$ cat config.mk
export PLATFORM = sky130hd
export DESIGN_NAME = color_gradient_lookup_flat
export DESIGN_NICKNAME = d
export VERILOG_FILES = /design/src/rtl/cgl_pkg.sv /design/src/rtl/cgl_if.sv /design/src/rtl/cgl_stop_mem.sv /design/src/rtl/cgl_div.sv /design/src/rtl/cgl_blend.sv /design/src/rtl/color_gradient_lookup.sv /design/src/flat_wrapper.sv
export VERILOG_INCLUDE_DIRS = /design/src /design/src/rtl
export SDC_FILE = /design/constraint.sdc
export NUM_CORES = 2
export LEC_CHECK = 0
export ABC_AREA = 1
export BUFFER_PORTS_ARGS = -buffer_cell sky130_fd_sc_hd__buf_2
export CAP_MARGIN = 20
export CORE_ASPECT_RATIO = 0.6
export CORE_MARGIN = 1.5
export CORE_UTILIZATION = 44
export DETAILED_ROUTE_END_ITERATION = 6
export HOLD_SLACK_MARGIN = 0.05
export SYNTH_ARGS = -nofsm -noshare
export SYNTH_HDL_FRONTEND = slang
export SYNTH_HIERARCHICAL = 1
export SYNTH_SLANG_ARGS = --single-unit
$ cat constraint.sdc
create_clock -name clk -period 6.5 [get_ports clk]
set_input_delay 0.325 -clock clk [delete_from_list [all_inputs] [get_ports clk]]
set_output_delay 0.325 -clock clk [all_outputs]
set_load 0.05 [all_outputs]
$ cat src/rtl/color_gradient_lookup_macros.svh
// assertion helpers shared by the gradient lookup files
`ifndef COLOR_GRADIENT_LOOKUP_MACROS_SVH
`define COLOR_GRADIENT_LOOKUP_MACROS_SVH

// same-cycle implication, checked on every rising edge out of reset
`define CGL_ASSERT_NOW(label, ante, cons, msg) \
	label: assert property (@(posedge clk) disable iff (!arst_n) (ante) |-> (cons)) \
		else $error(msg);

// next-cycle implication
`define CGL_ASSERT_NEXT(label, ante, cons, msg) \
	label: assert property (@(posedge clk) disable iff (!arst_n) (ante) |=> (cons)) \
		else $error(msg);

`endif

$ cat src/rtl/cgl_pkg.sv
package cgl_pkg;

	// table geometry
	localparam int MAX_POINTS = 16;
	localparam int IDX_W      = $clog2(MAX_POINTS);
	localparam int CNT_W      = $clog2(MAX_POINTS + 1);

	// position format, unsigned Q1.FRAC_BITS
	localparam int FRAC_BITS = 12;
	localparam int POS_W     = FRAC_BITS + 1;
	localparam logic [POS_W-1:0] POS_ONE = POS_W'(1) << FRAC_BITS;

	// blend fraction, Q.16
	localparam int F_BITS = 16;
	localparam int QUO_W  = POS_W + F_BITS;
	localparam int F_W    = QUO_W + 1;

	localparam int CH_W  = 8;
	localparam int COL_W = 4 * CH_W;

	// command codes
	localparam logic [1:0] CMD_CLEAR  = 2'd0;
	localparam logic [1:0] CMD_APPEND = 2'd1;
	localparam int         CMD_QUERY_BIT = 1;

	// status codes
	localparam logic [1:0] STAT_QUERY   = 2'd0;
	localparam logic [1:0] STAT_STORED  = 2'd1;
	localparam logic [1:0] STAT_DROPPED = 2'd2;
	localparam logic [1:0] STAT_CLEARED = 2'd3;

	// opaque black, alpha in the top byte
	localparam logic [COL_W-1:0] COL_EMPTY = {8'hff, 8'h00, 8'h00, 8'h00};

	// write request into the stop memory
	typedef struct packed {
		logic             en;
		logic [IDX_W-1:0] addr;
		logic [POS_W-1:0] pos;
		logic [COL_W-1:0] color;
	} stop_wr_t;

	// divider result
	typedef struct packed {
		logic             done;
		logic [QUO_W-1:0] quo;
		logic             rem_nz;
	} div_res_t;

	// clamp a position to 1.0
	function automatic logic [POS_W-1:0] pos_sat(input logic [POS_W-1:0] p);
		pos_sat = (p > POS_ONE) ? POS_ONE : p;
	endfunction

endpackage

$ cat src/rtl/cgl_if.sv
// command word into the lookup
interface cgl_req_if;
	logic                       valid;
	logic                       ready;
	logic [1:0]                 command;
	logic [cgl_pkg::POS_W-1:0]  position;
	logic [cgl_pkg::CH_W-1:0]   red;
	logic [cgl_pkg::CH_W-1:0]   green;
	logic [cgl_pkg::CH_W-1:0]   blue;
	logic [cgl_pkg::CH_W-1:0]   alpha;

	modport source (output valid, command, position, red, green, blue, alpha, input ready);
	modport sink   (input valid, command, position, red, green, blue, alpha, output ready);
endinterface

// result word out of the lookup
interface cgl_rsp_if;
	logic                       valid;
	logic                       ready;
	logic [cgl_pkg::CH_W-1:0]   red_out;
	logic [cgl_pkg::CH_W-1:0]   green_out;
	logic [cgl_pkg::CH_W-1:0]   blue_out;
	logic [cgl_pkg::CH_W-1:0]   alpha_out;
	logic [1:0]                 status;
	logic [cgl_pkg::CNT_W-1:0]  stop_count;

	modport source (output valid, red_out, green_out, blue_out, alpha_out, status, stop_count,
		input ready);
	modport sink   (input valid, red_out, green_out, blue_out, alpha_out, status, stop_count,
		output ready);
endinterface

$ cat src/rtl/cgl_stop_mem.sv
module cgl_stop_mem (
	input  logic                        clk,
	input  cgl_pkg::stop_wr_t           wr,
	input  logic [cgl_pkg::IDX_W-1:0]   rd_addr,
	output logic [cgl_pkg::POS_W-1:0]   rd_pos,
	output logic [cgl_pkg::COL_W-1:0]   rd_color
);

	logic [cgl_pkg::POS_W-1:0] pos_mem [cgl_pkg::MAX_POINTS];
	logic [cgl_pkg::COL_W-1:0] col_mem [cgl_pkg::MAX_POINTS];

	// single write port
	always_ff @(posedge clk) begin
		if (wr.en) begin
			pos_mem[wr.addr] <= wr.pos;
			col_mem[wr.addr] <= wr.color;
		end
	end

	// registered read
	always_ff @(posedge clk) begin
		rd_pos   <= pos_mem[rd_addr];
		rd_color <= col_mem[rd_addr];
	end

endmodule

$ cat src/rtl/cgl_div.sv
`include "color_gradient_lookup_macros.svh"

module cgl_div (
	input  logic                        clk,
	input  logic                        arst_n,
	input  logic                        start,
	input  logic [cgl_pkg::QUO_W-1:0]   dividend,
	input  logic [cgl_pkg::POS_W-1:0]   divisor,
	output cgl_pkg::div_res_t           res
);

	localparam int STEP_W = $clog2(cgl_pkg::QUO_W);

	logic [cgl_pkg::QUO_W-1:0] quo_q;
	logic [cgl_pkg::POS_W-1:0] rem_q;
	logic [cgl_pkg::POS_W-1:0] den_q;
	logic [STEP_W-1:0]         cnt_q;
	logic                      busy_q;
	logic                      done_q;
	logic [cgl_pkg::POS_W:0]   shifted;
	logic [cgl_pkg::POS_W+1:0] trial;

	// restoring step: shift one dividend bit in, try the subtract
	assign shifted = {rem_q, quo_q[cgl_pkg::QUO_W-1]};
	assign trial   = {1'b0, shifted} - {2'b00, den_q};

	// control
	always_ff @(posedge clk or negedge arst_n) begin
		if (!arst_n) begin
			busy_q <= 1'b0;
			done_q <= 1'b0;
			cnt_q  <= '0;
		end else begin
			done_q <= !start && busy_q && (cnt_q == '0);
			if (start) begin
				busy_q <= 1'b1;
				cnt_q  <= STEP_W'(cgl_pkg::QUO_W - 1);
			end else if (busy_q) begin
				cnt_q <= cnt_q - STEP_W'(1);
				if (cnt_q == '0) begin
					busy_q <= 1'b0;
				end
			end
		end
	end

	// datapath, one quotient bit a cycle
	always_ff @(posedge clk) begin
		if (start) begin
			quo_q <= dividend;
			rem_q <= '0;
			den_q <= divisor;
		end else if (busy_q) begin
			if (!trial[cgl_pkg::POS_W+1]) begin
				rem_q <= trial[cgl_pkg::POS_W-1:0];
				quo_q <= {quo_q[cgl_pkg::QUO_W-2:0], 1'b1};
			end else begin
				rem_q <= shifted[cgl_pkg::POS_W-1:0];
				quo_q <= {quo_q[cgl_pkg::QUO_W-2:0], 1'b0};
			end
		end
	end

	assign res.done   = done_q;
	assign res.quo    = quo_q;
	assign res.rem_nz = |rem_q;

	`CGL_ASSERT_NOW(a_start_idle, start, !busy_q, "divider restarted while busy")
	`CGL_ASSERT_NEXT(a_done_ends_busy, busy_q && cnt_q == '0, done_q && !busy_q, "divider stuck")

endmodule

$ cat src/rtl/cgl_blend.sv
module cgl_blend (
	input  logic                              clk,
	input  logic                              arst_n,
	input  logic                              start,
	input  logic signed [cgl_pkg::F_W-1:0]    f,
	input  logic [cgl_pkg::COL_W-1:0]         lo_col,
	input  logic [cgl_pkg::COL_W-1:0]         hi_col,
	output logic                              done,
	output logic [cgl_pkg::COL_W-1:0]         color
);

	localparam int PROD_W = cgl_pkg::F_W + cgl_pkg::CH_W + 1;
	localparam int SUM_W  = PROD_W - cgl_pkg::F_BITS + 1;

	logic valid_s1;
	logic valid_s2;

	// stage valids
	always_ff @(posedge clk or negedge arst_n) begin
		if (!arst_n) begin
			valid_s1 <= 1'b0;
			valid_s2 <= 1'b0;
		end else begin
			valid_s1 <= start;
			valid_s2 <= valid_s1;
		end
	end

	// one lane per channel: multiply, then floor shift, add and clamp
	for (genvar k = 0; k < 4; k++) begin : g_lane
		logic [cgl_pkg::CH_W-1:0]    cl;
		logic [cgl_pkg::CH_W-1:0]    ch;
		logic signed [cgl_pkg::CH_W:0] diff;
		logic signed [PROD_W-1:0]    prod_s1;
		logic [cgl_pkg::CH_W-1:0]    cl_s1;
		logic signed [SUM_W-1:0]     sum;
		logic [cgl_pkg::CH_W-1:0]    col_s2;

		assign cl   = lo_col[k*cgl_pkg::CH_W +: cgl_pkg::CH_W];
		assign ch   = hi_col[k*cgl_pkg::CH_W +: cgl_pkg::CH_W];
		assign diff = $signed({1'b0, ch}) - $signed({1'b0, cl});

		always_ff @(posedge clk) begin
			prod_s1 <= diff * f;
			cl_s1   <= cl;
		end

		// arithmetic shift right is the floor divide by 65536
		assign sum = $signed({{(SUM_W - cgl_pkg::CH_W){1'b0}}, cl_s1})
			+ $signed({prod_s1[PROD_W-1], prod_s1[PROD_W-1:cgl_pkg::F_BITS]});

		always_ff @(posedge clk) begin
			if (sum < 0) begin
				col_s2 <= '0;
			end else if (sum > $signed(SUM_W'(255))) begin
				col_s2 <= '1;
			end else begin
				col_s2 <= sum[cgl_pkg::CH_W-1:0];
			end
		end

		assign color[k*cgl_pkg::CH_W +: cgl_pkg::CH_W] = col_s2;
	end

	assign done = valid_s2;

endmodule

$ cat src/rtl/color_gradient_lookup.sv
// channel | dir | handshake    | payload
// req     | in  | valid/ready  | command, position, red, green, blue, alpha
// rsp     | out | valid/ready  | red_out, green_out, blue_out, alpha_out, status, stop_count
//
// clear, append and an empty-table query go from accept straight to ST_DONE and the output register.
// a query with N stops reads the last stop, scans all N stops for the bracket, reads the two
// colors, runs the serial divider and then the fraction and channel multiplies, and hands over;
// an exact hit or equal bracket skips divider and multiplies.
// one command in flight; the handover stalls while the output register waits on rsp.ready.
// arst_n clears the stop count and all control state; the stop memory is not cleared.
`include "color_gradient_lookup_macros.svh"

module color_gradient_lookup (
	input  logic       clk,
	input  logic       arst_n,
	cgl_req_if.sink    req,
	cgl_rsp_if.source  rsp
);

	typedef enum logic [7:0] {
		ST_IDLE  = 8'b0000_0001,
		ST_PREP  = 8'b0000_0010,
		ST_SCAN  = 8'b0000_0100,
		ST_COLLO = 8'b0000_1000,
		ST_COLHI = 8'b0001_0000,
		ST_DIV   = 8'b0010_0000,
		ST_BLEND = 8'b0100_0000,
		ST_DONE  = 8'b1000_0000
	} state_t;

	state_t state_q;

	logic [cgl_pkg::CNT_W-1:0] count_q;
	logic [cgl_pkg::IDX_W-1:0] last_idx;
	logic [cgl_pkg::IDX_W-1:0] scan_idx_q;
	logic [cgl_pkg::IDX_W-1:0] lo_idx_q;
	logic [cgl_pkg::IDX_W-1:0] up_idx_q;
	logic [cgl_pkg::POS_W-1:0] t_q;
	logic [cgl_pkg::POS_W-1:0] lo_pos_q;
	logic [cgl_pkg::POS_W-1:0] up_pos_q;
	logic [cgl_pkg::COL_W-1:0] lo_col_q;
	logic [cgl_pkg::COL_W-1:0] hi_col_q;
	logic                      neg_q;
	logic signed [cgl_pkg::F_W-1:0] f_q;
	logic                      blend_go_q;

	logic [cgl_pkg::COL_W-1:0] res_col_q;
	logic [1:0]                res_stat_q;

	logic                      out_valid_q;
	logic [cgl_pkg::COL_W-1:0] out_col_q;
	logic [1:0]                out_stat_q;
	logic [cgl_pkg::CNT_W-1:0] out_cnt_q;

	cgl_pkg::stop_wr_t         wr;
	logic [cgl_pkg::IDX_W-1:0] rd_addr;
	logic [cgl_pkg::POS_W-1:0] rd_pos;
	logic [cgl_pkg::COL_W-1:0] rd_color;

	logic                      accept;
	logic                      is_query;
	logic                      full;
	logic                      load_out;
	logic                      scan_last;
	logic                      take_lo;
	logic                      take_up;
	logic [cgl_pkg::IDX_W-1:0] lo_idx_next;

	logic signed [cgl_pkg::POS_W:0] num_diff;
	logic signed [cgl_pkg::POS_W:0] den_diff;
	logic [cgl_pkg::POS_W:0]        num_abs;
	logic [cgl_pkg::POS_W:0]        den_abs;
	logic                      hit_lo;
	logic                      hit_hi;
	logic                      pick_lo;
	logic                      div_start;
	cgl_pkg::div_res_t         div_res;
	logic [cgl_pkg::F_W-1:0]   f_mag;
	logic                      blend_done;
	logic [cgl_pkg::COL_W-1:0] blend_col;

	// input side
	assign req.ready = (state_q == ST_IDLE);
	assign accept    = req.valid && req.ready;
	assign is_query  = req.command[cgl_pkg::CMD_QUERY_BIT];
	assign full      = (count_q == cgl_pkg::CNT_W'(cgl_pkg::MAX_POINTS));
	assign last_idx  = cgl_pkg::IDX_W'(count_q - cgl_pkg::CNT_W'(1));
	assign load_out  = (state_q == ST_DONE) && (!out_valid_q || rsp.ready);

	// append writes straight into the stop memory at accept, unless the table is full
	assign wr.en    = accept && (req.command == cgl_pkg::CMD_APPEND) && !full;
	assign wr.addr  = count_q[cgl_pkg::IDX_W-1:0];
	assign wr.pos   = cgl_pkg::pos_sat(req.position);
	assign wr.color = {req.alpha, req.blue, req.green, req.red};

	// scan compare on the stop that just came out of memory
	assign scan_last   = (scan_idx_q == last_idx);
	assign take_lo     = (rd_pos <= t_q) || (scan_idx_q == '0);
	assign take_up     = (rd_pos >= t_q) && (rd_pos < up_pos_q);
	assign lo_idx_next = take_lo ? scan_idx_q : lo_idx_q;

	// read address: last stop first, then every stop in order, then both colors
	always_comb begin
		case (state_q)
			ST_IDLE:  rd_addr = last_idx;
			ST_PREP:  rd_addr = '0;
			ST_SCAN:  rd_addr = scan_last ? lo_idx_next : scan_idx_q + cgl_pkg::IDX_W'(1);
			ST_COLLO: rd_addr = up_idx_q;
			default:  rd_addr = '0;
		endcase
	end

	cgl_stop_mem u_mem (
		.clk      (clk),
		.wr       (wr),
		.rd_addr  (rd_addr),
		.rd_pos   (rd_pos),
		.rd_color (rd_color)
	);

	// bracket classification
	assign hit_lo   = (lo_pos_q == t_q);
	assign hit_hi   = (up_pos_q == t_q);
	assign pick_lo  = hit_lo || (!hit_hi && (up_pos_q == lo_pos_q));
	assign num_diff = $signed({1'b0, t_q}) - $signed({1'b0, lo_pos_q});
	assign den_diff = $signed({1'b0, up_pos_q}) - $signed({1'b0, lo_pos_q});
	assign num_abs  = num_diff[cgl_pkg::POS_W] ? -num_diff : num_diff;
	assign den_abs  = den_diff[cgl_pkg::POS_W] ? -den_diff : den_diff;
	assign div_start = (state_q == ST_COLHI) && !pick_lo && !hit_hi;

	cgl_div u_div (
		.clk      (clk),
		.arst_n   (arst_n),
		.start    (div_start),
		.dividend ({num_abs[cgl_pkg::POS_W-1:0], {cgl_pkg::F_BITS{1'b0}}}),
		.divisor  (den_abs[cgl_pkg::POS_W-1:0]),
		.res      (div_res)
	);

	// floor rounding: a negative quotient with a remainder steps one further down
	assign f_mag = {1'b0, div_res.quo} + cgl_pkg::F_W'(neg_q && div_res.rem_nz);

	cgl_blend u_blend (
		.clk    (clk),
		.arst_n (arst_n),
		.start  (blend_go_q),
		.f      (f_q),
		.lo_col (lo_col_q),
		.hi_col (hi_col_q),
		.done   (blend_done),
		.color  (blend_col)
	);

	// sequencer and stop count
	always_ff @(posedge clk or negedge arst_n) begin
		if (!arst_n) begin
			state_q    <= ST_IDLE;
			count_q    <= '0;
			blend_go_q <= 1'b0;
		end else begin
			blend_go_q <= (state_q == ST_DIV) && div_res.done;
			case (state_q)
				ST_IDLE: begin
					if (accept) begin
						if (is_query) begin
							state_q <= (count_q == '0) ? ST_DONE : ST_PREP;
						end else begin
							state_q <= ST_DONE;
							if (req.command == cgl_pkg::CMD_CLEAR) begin
								count_q <= '0;
							end else if (!full) begin
								count_q <= count_q + cgl_pkg::CNT_W'(1);
							end
						end
					end
				end
				ST_PREP:  state_q <= ST_SCAN;
				ST_SCAN:  if (scan_last) state_q <= ST_COLLO;
				ST_COLLO: state_q <= ST_COLHI;
				ST_COLHI: state_q <= div_start ? ST_DIV : ST_DONE;
				ST_DIV:   if (div_res.done) state_q <= ST_BLEND;
				ST_BLEND: if (blend_done) state_q <= ST_DONE;
				ST_DONE:  if (load_out) state_q <= ST_IDLE;
				default:  state_q <= ST_IDLE;
			endcase
		end
	end

	// query datapath and pending result
	always_ff @(posedge clk) begin
		case (state_q)
			ST_IDLE: begin
				t_q <= cgl_pkg::pos_sat(req.position);
				if (is_query) begin
					res_stat_q <= cgl_pkg::STAT_QUERY;
					res_col_q  <= cgl_pkg::COL_EMPTY;
				end else begin
					res_col_q <= '0;
					if (req.command == cgl_pkg::CMD_CLEAR) begin
						res_stat_q <= cgl_pkg::STAT_CLEARED;
					end else begin
						res_stat_q <= full ? cgl_pkg::STAT_DROPPED : cgl_pkg::STAT_STORED;
					end
				end
			end
			ST_PREP: begin
				up_pos_q   <= rd_pos;
				up_idx_q   <= last_idx;
				lo_idx_q   <= '0;
				scan_idx_q <= '0;
			end
			ST_SCAN: begin
				if (take_lo) begin
					lo_idx_q <= scan_idx_q;
					lo_pos_q <= rd_pos;
				end
				if (take_up) begin
					up_idx_q <= scan_idx_q;
					up_pos_q <= rd_pos;
				end
				scan_idx_q <= scan_idx_q + cgl_pkg::IDX_W'(1);
			end
			ST_COLLO: lo_col_q <= rd_color;
			ST_COLHI: begin
				hi_col_q <= rd_color;
				neg_q    <= num_diff[cgl_pkg::POS_W] ^ den_diff[cgl_pkg::POS_W];
				if (pick_lo) begin
					res_col_q <= lo_col_q;
				end else if (hit_hi) begin
					res_col_q <= rd_color;
				end
			end
			ST_DIV: f_q <= neg_q ? -$signed(f_mag) : $signed(f_mag);
			ST_BLEND: if (blend_done) res_col_q <= blend_col;
			default: ;
		endcase
	end

	// output register
	always_ff @(posedge clk or negedge arst_n) begin
		if (!arst_n) begin
			out_valid_q <= 1'b0;
		end else if (load_out) begin
			out_valid_q <= 1'b1;
		end else if (rsp.ready) begin
			out_valid_q <= 1'b0;
		end
	end

	always_ff @(posedge clk) begin
		if (load_out) begin
			out_col_q  <= res_col_q;
			out_stat_q <= res_stat_q;
			out_cnt_q  <= count_q;
		end
	end

	assign rsp.valid      = out_valid_q;
	assign rsp.red_out    = out_col_q[0*cgl_pkg::CH_W +: cgl_pkg::CH_W];
	assign rsp.green_out  = out_col_q[1*cgl_pkg::CH_W +: cgl_pkg::CH_W];
	assign rsp.blue_out   = out_col_q[2*cgl_pkg::CH_W +: cgl_pkg::CH_W];
	assign rsp.alpha_out  = out_col_q[3*cgl_pkg::CH_W +: cgl_pkg::CH_W];
	assign rsp.status     = out_stat_q;
	assign rsp.stop_count = out_cnt_q;

	`CGL_ASSERT_NOW(a_count_max, 1'b1, count_q <= cgl_pkg::CNT_W'(cgl_pkg::MAX_POINTS), "count over max")
	`CGL_ASSERT_NOW(a_wr_room, wr.en, !full && state_q == ST_IDLE, "stop written into a full table")
	`CGL_ASSERT_NOW(a_div_state, div_res.done, state_q == ST_DIV, "divider done outside divide")
	`CGL_ASSERT_NEXT(a_load_out, load_out, out_valid_q && state_q == ST_IDLE, "result not loaded")

endmodule
$ cat src/flat_wrapper.sv
// flat-port wrapper written by rule: the top's interface ports become plain ports
module color_gradient_lookup_flat 
  (clk, arst_n, req_valid, req_command, req_position, req_red, req_green, req_blue, req_alpha, req_ready, rsp_valid, rsp_red_out, rsp_green_out, rsp_blue_out, rsp_alpha_out, rsp_status, rsp_stop_count, rsp_ready);
  cgl_req_if req_i ();
  cgl_rsp_if rsp_i ();
  input  logic clk;
  input  logic arst_n;
  input wire logic [$bits(req_i.valid)-1:0] req_valid;
  input wire logic [$bits(req_i.command)-1:0] req_command;
  input wire logic [$bits(req_i.position)-1:0] req_position;
  input wire logic [$bits(req_i.red)-1:0] req_red;
  input wire logic [$bits(req_i.green)-1:0] req_green;
  input wire logic [$bits(req_i.blue)-1:0] req_blue;
  input wire logic [$bits(req_i.alpha)-1:0] req_alpha;
  output wire logic [$bits(req_i.ready)-1:0] req_ready;
  output wire logic [$bits(rsp_i.valid)-1:0] rsp_valid;
  output wire logic [$bits(rsp_i.red_out)-1:0] rsp_red_out;
  output wire logic [$bits(rsp_i.green_out)-1:0] rsp_green_out;
  output wire logic [$bits(rsp_i.blue_out)-1:0] rsp_blue_out;
  output wire logic [$bits(rsp_i.alpha_out)-1:0] rsp_alpha_out;
  output wire logic [$bits(rsp_i.status)-1:0] rsp_status;
  output wire logic [$bits(rsp_i.stop_count)-1:0] rsp_stop_count;
  input wire logic [$bits(rsp_i.ready)-1:0] rsp_ready;
  assign req_i.valid = req_valid;
  assign req_i.command = req_command;
  assign req_i.position = req_position;
  assign req_i.red = req_red;
  assign req_i.green = req_green;
  assign req_i.blue = req_blue;
  assign req_i.alpha = req_alpha;
  assign req_ready = req_i.ready;
  assign rsp_valid = rsp_i.valid;
  assign rsp_red_out = rsp_i.red_out;
  assign rsp_green_out = rsp_i.green_out;
  assign rsp_blue_out = rsp_i.blue_out;
  assign rsp_alpha_out = rsp_i.alpha_out;
  assign rsp_status = rsp_i.status;
  assign rsp_stop_count = rsp_i.stop_count;
  assign rsp_i.ready = rsp_ready;
  color_gradient_lookup u_core (.clk(clk), .arst_n(arst_n), .req(req_i), .rsp(rsp_i));
endmodule
# Yosys cells after proc, flatten, opt, wreduce, memory -nomap -nowiden
# Memories as Yosys holds them, arrays and structs flattened. A register that Yosys moved wholly into a read port is not among the register bits.
# Index checks and enable logic that the tools add are counted.
[totals]
wordCells = 183
output_inout_bits = 41
ff_bits = 518
in_bits = 51
n_memories = 2
mem_bits_rw = 720
[classes]
muxes = 48
n_lt_le_gt_ge = 12
multipliers = 4
reduce_logical = 34
eq_ne = 22
n_addsub = 19
bitwise = 2
[memory_table]
columns = ["name", "depth", "word_bits", "rd", "rd_clocked_by_memory_dff", "wr", "line_no", "text"]
rows = [
  ["u_core.u_mem.col_mem", 16, 32, 1, 1, 1, "cgl_stop_mem.sv:10", "logic [cgl_pkg::COL_W-1:0] col_mem [cgl_pkg::MAX_POINTS];"],
  ["u_core.u_mem.pos_mem", 16, 13, 1, 1, 1, "cgl_stop_mem.sv:9", "logic [cgl_pkg::POS_W-1:0] pos_mem [cgl_pkg::MAX_POINTS];"],
]
[ops]
columns = ["op", "count"]
rows = [
  ["multiplier 9 x 30 -> 39 bit", 4],
  ["2-to-1 mux 32 bit", 4],
  ["adder 9 x 23 -> 24 bit", 4],
  ["greater-than comparator 24 x 9 -> 1 bit, second input constant", 4],
  ["< comparator 24 x 1 -> 1 bit, second input constant", 4],
  ["2-to-1 mux 8 bit", 12],
  ["one-hot mux 32 bit (3 select lines)", 1],
  ["2-to-1 mux 13 bit", 5],
  ["one-hot mux 8 bit (8 select lines)", 1],
  ["2-to-1 mux 29 bit", 2],
  ["== test 13 bit", 3],
  ["subtractor 8 x 8 -> 9 bit", 4],
  ["adder 29 x 1 -> 30 bit", 1],
  ["2-to-1 mux 30 bit", 1],
  ["negation 30 bit", 1],
  ["subtractor 13 x 13 -> 14 bit", 2],
  ["negation 13 bit", 2],
  ["one-hot mux 13 bit (2 select lines)", 1],
  ["one-hot mux 4 bit (2 select lines)", 3],
  ["2-to-1 mux 5 bit", 4],
  ["subtractor 14 x 13 -> 15 bit", 1],
  ["greater-or-equal comparator 13 bit", 1],
  ["greater-than comparator 13 bit, second input constant", 1],
  ["less-or-equal comparator 13 bit", 1],
  ["38 further kinds", 74],
]

# Logic depth before layout (Yosys ltp)
[depth]
depth_word = 10
mapped_depth = 35
mapped_depth_nobuf = 34

# Hierarchy
# Netlist, hierarchy kept.
[modules_own_cells]
columns = ["mod", "n_inst", "area_per_inst_um2", "seq_area_each_um2", "cells_per_inst"]
rows = [
  ["cgl_blend", 1, 43291.5, 3173.0, 5594],
  ["cgl_stop_mem", 1, 31697.9, 22521.6, 2969],
  ["color_gradient_lookup", 1, 13683.1, 6952.9, 1569],
  ["cgl_div", 1, 3534.6, 1696.6, 442],
]

# Worst setup path before layout
# OpenSTA, ideal clock, no wires.
[synth_timing]
path_type = "reg-to-reg"
from = "register u_core/lo_col_q[8] (netlist name)"
to = "register u_core.u_blend.g_lane[1].prod_s1[31]"
arrival_ps = 5854
slack_ps = 534
synth_period_minus_slack_ps = 5966
stages_incl_launch_ff = 32
required_ps = 6388
path_buffers = 1
setup_time_ps = 112
path_cell_list = "edfxtp_1 ha_1 fa_1 inv_1 nand3_1 nand2_1 a21oi_1 o21bai_1 xor2_1 buf_2 or2_2 fa_1 fa_1 inv_1 fa_1 fa_1 inv_1 fa_1 inv_1 ha_1 a21oi_1 o21ai_0 a21oi_1 nand2_1 nand2_1 nand2_1 nand2_1 nand2_1 nand2_1 nand2_1 nand2_1 nand2_1"
[synth_between]
elab_chain_cells = 2
[synth_rtl]
columns = ["item", "line_no", "text"]
rows = [
  ["from (decl)", "color_gradient_lookup.sv:41", "logic [cgl_pkg::COL_W-1:0] lo_col_q;"],
  ["from (signal assigned)", "color_gradient_lookup.sv:223", "ST_COLLO: lo_col_q <= rd_color;"],
  ["subtractor 8 x 8 -> 9 bit", "cgl_blend.sv:41", "assign diff = $signed({1'b0, ch}) - $signed({1'b0, cl});"],
  ["multiplier 9 x 30 -> 39 bit", "cgl_blend.sv:44", "prod_s1 <= diff * f;"],
  ["to (signal assigned)", "cgl_blend.sv:44", ""],
  ["to (decl)", "cgl_blend.sv:34", "logic signed [PROD_W-1:0] prod_s1;"],
]
# Every way passes these cells.
# A chain may end at the register's enable or synchronous reset.

# Worst setup path in the final report
[layout_timing]
from = "register u_core/lo_col_q[24] (netlist name)"
to = "register u_core.u_blend.g_lane[3].prod_s1[33]"
[layout_between]
elab_chain_cells = 2
[layout_rtl]
columns = ["item", "line_no"]
rows = [
  ["subtractor 8 x 8 -> 9 bit", "cgl_blend.sv:41"],
  ["multiplier 9 x 30 -> 39 bit", "cgl_blend.sv:44"],
  ["to (signal assigned)", "cgl_blend.sv:44"],
  ["to (decl)", "cgl_blend.sv:34"],
]
# Every way passes these cells.

==> summary.txt <==
Die
  – # IOs: 92
  – Die height: 357.6 um
  – Starting Density: 44.49%
  – Rows: 129
  – Die area: 0.2124 mm^2
  – Die W: 594.0 um
  – Core area: 0.2072 mm^2

Setup path
  – CP arrival: 6.95 ns
  – Crit path launch type: flip-flop
  – RR Endpoint: u_core/u_blend/g_lane[3].prod_s1[33]$_DFF_P_
  – Crit-path most repeated cell: fa_1
  – CP Max Fanout: 16
  – Worst path slowest cell: fa_1
  – Crit path from: u_core/lo_col_q[24]$_DFFE_PN_
  – R2r startpoint: u_core/lo_col_q[24]$_DFFE_PN_
  – Slowest stage delay, CP: 0.53 ns
  – FF-to-FF setup slack: 0.20 ns
  – WP data required: 7.15 ns
  – Worst path bufs/invs: 3
  – Cell family with most CP delay: adder cells
  – Stages on worst setup path: 26
  – Worst Setup EP: u_core/u_blend/g_lane[3].prod_s1[33]$_DFF_P_
  – R2R depth: 26
  – CP endpoint kind: flip-flop
  – Crit path kind: flip-flop to flip-flop

Route
  – Via count: 72800
  – Via density: 5.339
  – ANT nets after route: 0
  – WL per Instance: 21.38 um
  – Detailed Routing Iterations Pass 1: 6
  – DRC Markers: 0
  – DRT iter0 DRCs: 7686
  – WL final: 291500 um

Layout
  – Commonest cells after routing, fill and taps aside: nand2_1 (2762), inv_1 (1740), nor2_1 (1070), edfxtp_1 (981), fa_1 (869)
  – Fraction of layout cells with a size suffix above 1: 8.515%
  – Most common cell after layout, fill and taps aside: nand2_1
  – Final instance count without filler cells: 13640
  – Final #Nets: 12150
  – Area delta synth->final: 10.92%

Clocking
  – Clock Latency Late Sink: 0.77 ns
  – Clock-pin slew on the worst setup and hold paths: 0.07 ns
  – CTS tree: done
  – H-tree levels: 3
  – Max Root-Sink Buffers: 3
  – CTS Buf Count: 112
  – CTS Sinks: 1219
  – Root Buffer: clkbuf_16

Global routing
  – Grt ovf: 0
  – Largest net degree at the start of global routing: 188
  – First-pass GRT wire length: 440000 um
  – Vias in the first global route: 70260
  – Initial antenna violation count: 14
  – Total track usage: 27.31%

STA
  – FMAX: 158.7 MHz
  – Final Max Slew Viols: 0
  – Minimum clock period: 6.302 ns
  – Final period util: 96.96%
  – # setup viols final: 0
  – RSZ-0062 raised after global routing: yes
  – Hold slack: 0.1474 ns
  – Tightest Pin Transition: 1.152 ns
  – Rel. slew slack: 22.92%
  – Final hold violations: 0
  – Fin Clk Skew: 0.08332 ns

Logic synthesis
  – Unique masters post-synth: 67
  – Post-Syn Instances: 10570
  – Seq cells post-synth: 1219
  – Ys async rst share: 1.969%
  – Yosys Warn Count: 6
  – Syn Std Cell Area: 0.09221 mm^2
  – Number of flops mapped to enable cells by yosys: 981
  – Avg Cell Area, Syn: 8.720 um^2
  – Seq/Total Area, Yosys: 37.25%
  – Post-synth top flop: edfxtp_1

Pwr
  – PD cells: 357.7 mW/mm^2
  – Maximum VDD drop: 0.4605 mV
  – Leak: 48.28 nW

Flow run
  – # Max-Cap Violations: 0

Placed design
  – Number of port buffers: 91
  – Placed Cells: 13350
  – Placer Congestion: 0.9891
  – Detail Placement HPWL: 211300 um

Min path
  – Hold Path Origin: req_position[11]
  – Hold WC Path Type: input pin to flip-flop

Run status
  – Outcome: complete, no violations
-- routing by layer --
layer | track usage (%) | vias to the layer above | routed length, um
met2 | 37.18 | 3334 | 113000
met5 | 0.06536 | - | 66
met1 | 42.64 | 35600 | 137800
li1 | - | 33490 | -
met4 | 5.416 | 10 | 5876
met3 | 7.782 | 362 | 34680
-- stage by stage --
| step | setup TNS (ns) | cell area [um^2] | total power, mW | util, % | setup WS (ns) |
|---|---|---|---|---|---|
| finish | 0 | 102300 | 36.59 | 49.35 | 0.1976 |
| global route | -0.7165 | 102300 | 39.08 | 49.34 | -0.09901 |
| CTS | 0 | 101300 | 36.05 | 48.86 | 0.01862 |
| detailed placement | -0.6996 | 97170 | 29.15 | 46.89 | -0.2725 |
| global placement | -0.4913 | 97150 | 29.04 | 46.88 | -0.1925 |
| floorplan | 0 | 92260 | 22.68 | - | 0.5337 |
-- tightest hold or removal path, stage by stage --
cell	delay [ns]
buf_2	0.10
inv_1	0.07
nor2_1	0.06
buf_6	0.15
-- synth_stat cells (all sizes together), types with 3 or more instances --
master / n / area (um^2)
a211oi: 3 / 22.52
a21boi: 15 / 112.6
a21o: 32 / 240.2
a21oi: 220 / 1135
a31oi: 38 / 237.7
and2: 6 / 37.54
and3: 8 / 50.05
buf: 194 / 1070
clkbuf: 184 / 690.7
clkinv: 12 / 45.04
dfrtp: 23 / 575.6
dfxtp: 214 / 4284
edfxtp: 981 / 29460
fa: 875 / 17520
ha: 444 / 5555
inv: 1782 / 6696
nand2: 2832 / 10770
nand3: 882 / 4494
nand3b: 64 / 484.2
nand4: 97 / 619.3
nor2: 1140 / 4462
nor3: 79 / 431.7
nor3b: 3 / 22.52
nor4: 20 / 125.1
o211ai: 5 / 37.54
o21a: 6 / 45.04
o21ai: 149 / 745.7
o21bai: 13 / 97.59
o311ai: 4 / 35.03
or2: 30 / 187.7
xnor2: 83 / 727.0
xor2: 116 / 1016
-- sequential cells by signal, summed over array words and instances, names as in the netlist, 8 cells and up --
| name | cells |
|---|---|
| u_core/lo_col_q | 32 |
| u_core/u_blend/g_lane.cl_s1 | 32 |
| u_core/u_div/den_q | 13 |
| u_core/u_mem/col_mem | 512 |
| u_core/u_blend/g_lane.col_s2 | 32 |
| u_core/state_q | 8 |
| u_core/u_mem/pos_mem | 208 |
| u_core/u_div/quo_q | 29 |
| u_core/u_blend/g_lane.prod_s1 | 92 |
| u_core/u_div/rem_q | 13 |
| u_core/u_mem/rd_pos | 13 |
| u_core/hi_col_q | 32 |
| u_core/u_mem/rd_color | 32 |
| u_core/t_q | 13 |
| u_core/up_pos_q | 13 |
| u_core/out_col_q | 32 |
| u_core/lo_pos_q | 13 |
| u_core/res_col_q | 32 |
| u_core/f_q | 30 |
-- cell families after synthesis --
family / share of synthesized area [%]
fa+ha+maj: 25.02
other cells: 0.004067
simple gates: 23.54
compound gates: 3.079
buf+inv: 9.220
flops: 37.25
xor+xnor: 1.890
-- final cells by class --
type,count,area [um^2]
well taps,2751,3442
flip-flops and latches,1219,34340
inverters,1794,6769
diodes,9,22.52
repair buffers,452,3717
clock inverters,66,655.6
clock buffers,146,3040
fillers,19460,105000
multi-input cells,7198,50290
-- how the worst min path moves through the flow --
stage                                                  endpoint  slack (ns)  cells after the start
final                                  u_core/t_q[11]$_DFFE_PP_        0.15                      4
after global routing      u_core/u_mem/pos_mem[8][11]$_DFFE_PP_        0.13                      4
after CTS                               u_core/t_q[7]$_DFFE_PP_        0.10                      4
after detailed placement      u_core/u_blend/valid_s1$_DFF_PN0_        0.34                      0
after global placement        u_core/u_blend/valid_s1$_DFF_PN0_        0.34                      0
after floorplan                     u_core/blend_go_q$_DFF_PN0_        0.03                      0
-- repair_timing --
action                                  CTS  global route
cloned                                    0             1
pin swaps                                 0            33
setup buffers                             0            11
endpoints found under the setup margin    4            88
gates resized for setup                   4           182
endpoints found under the hold margin   561             7
hold buffers                             39             3
-- where the power goes --
part	internal [mW]	switching, mW	total, mW
Clock	3.61	3.15	6.76
Combinational	6.34	12.9	19.2
Sequential	9.62	0.996	10.6
Total	19.6	17.0	36.6
Power figures use the tool's default switching activity.
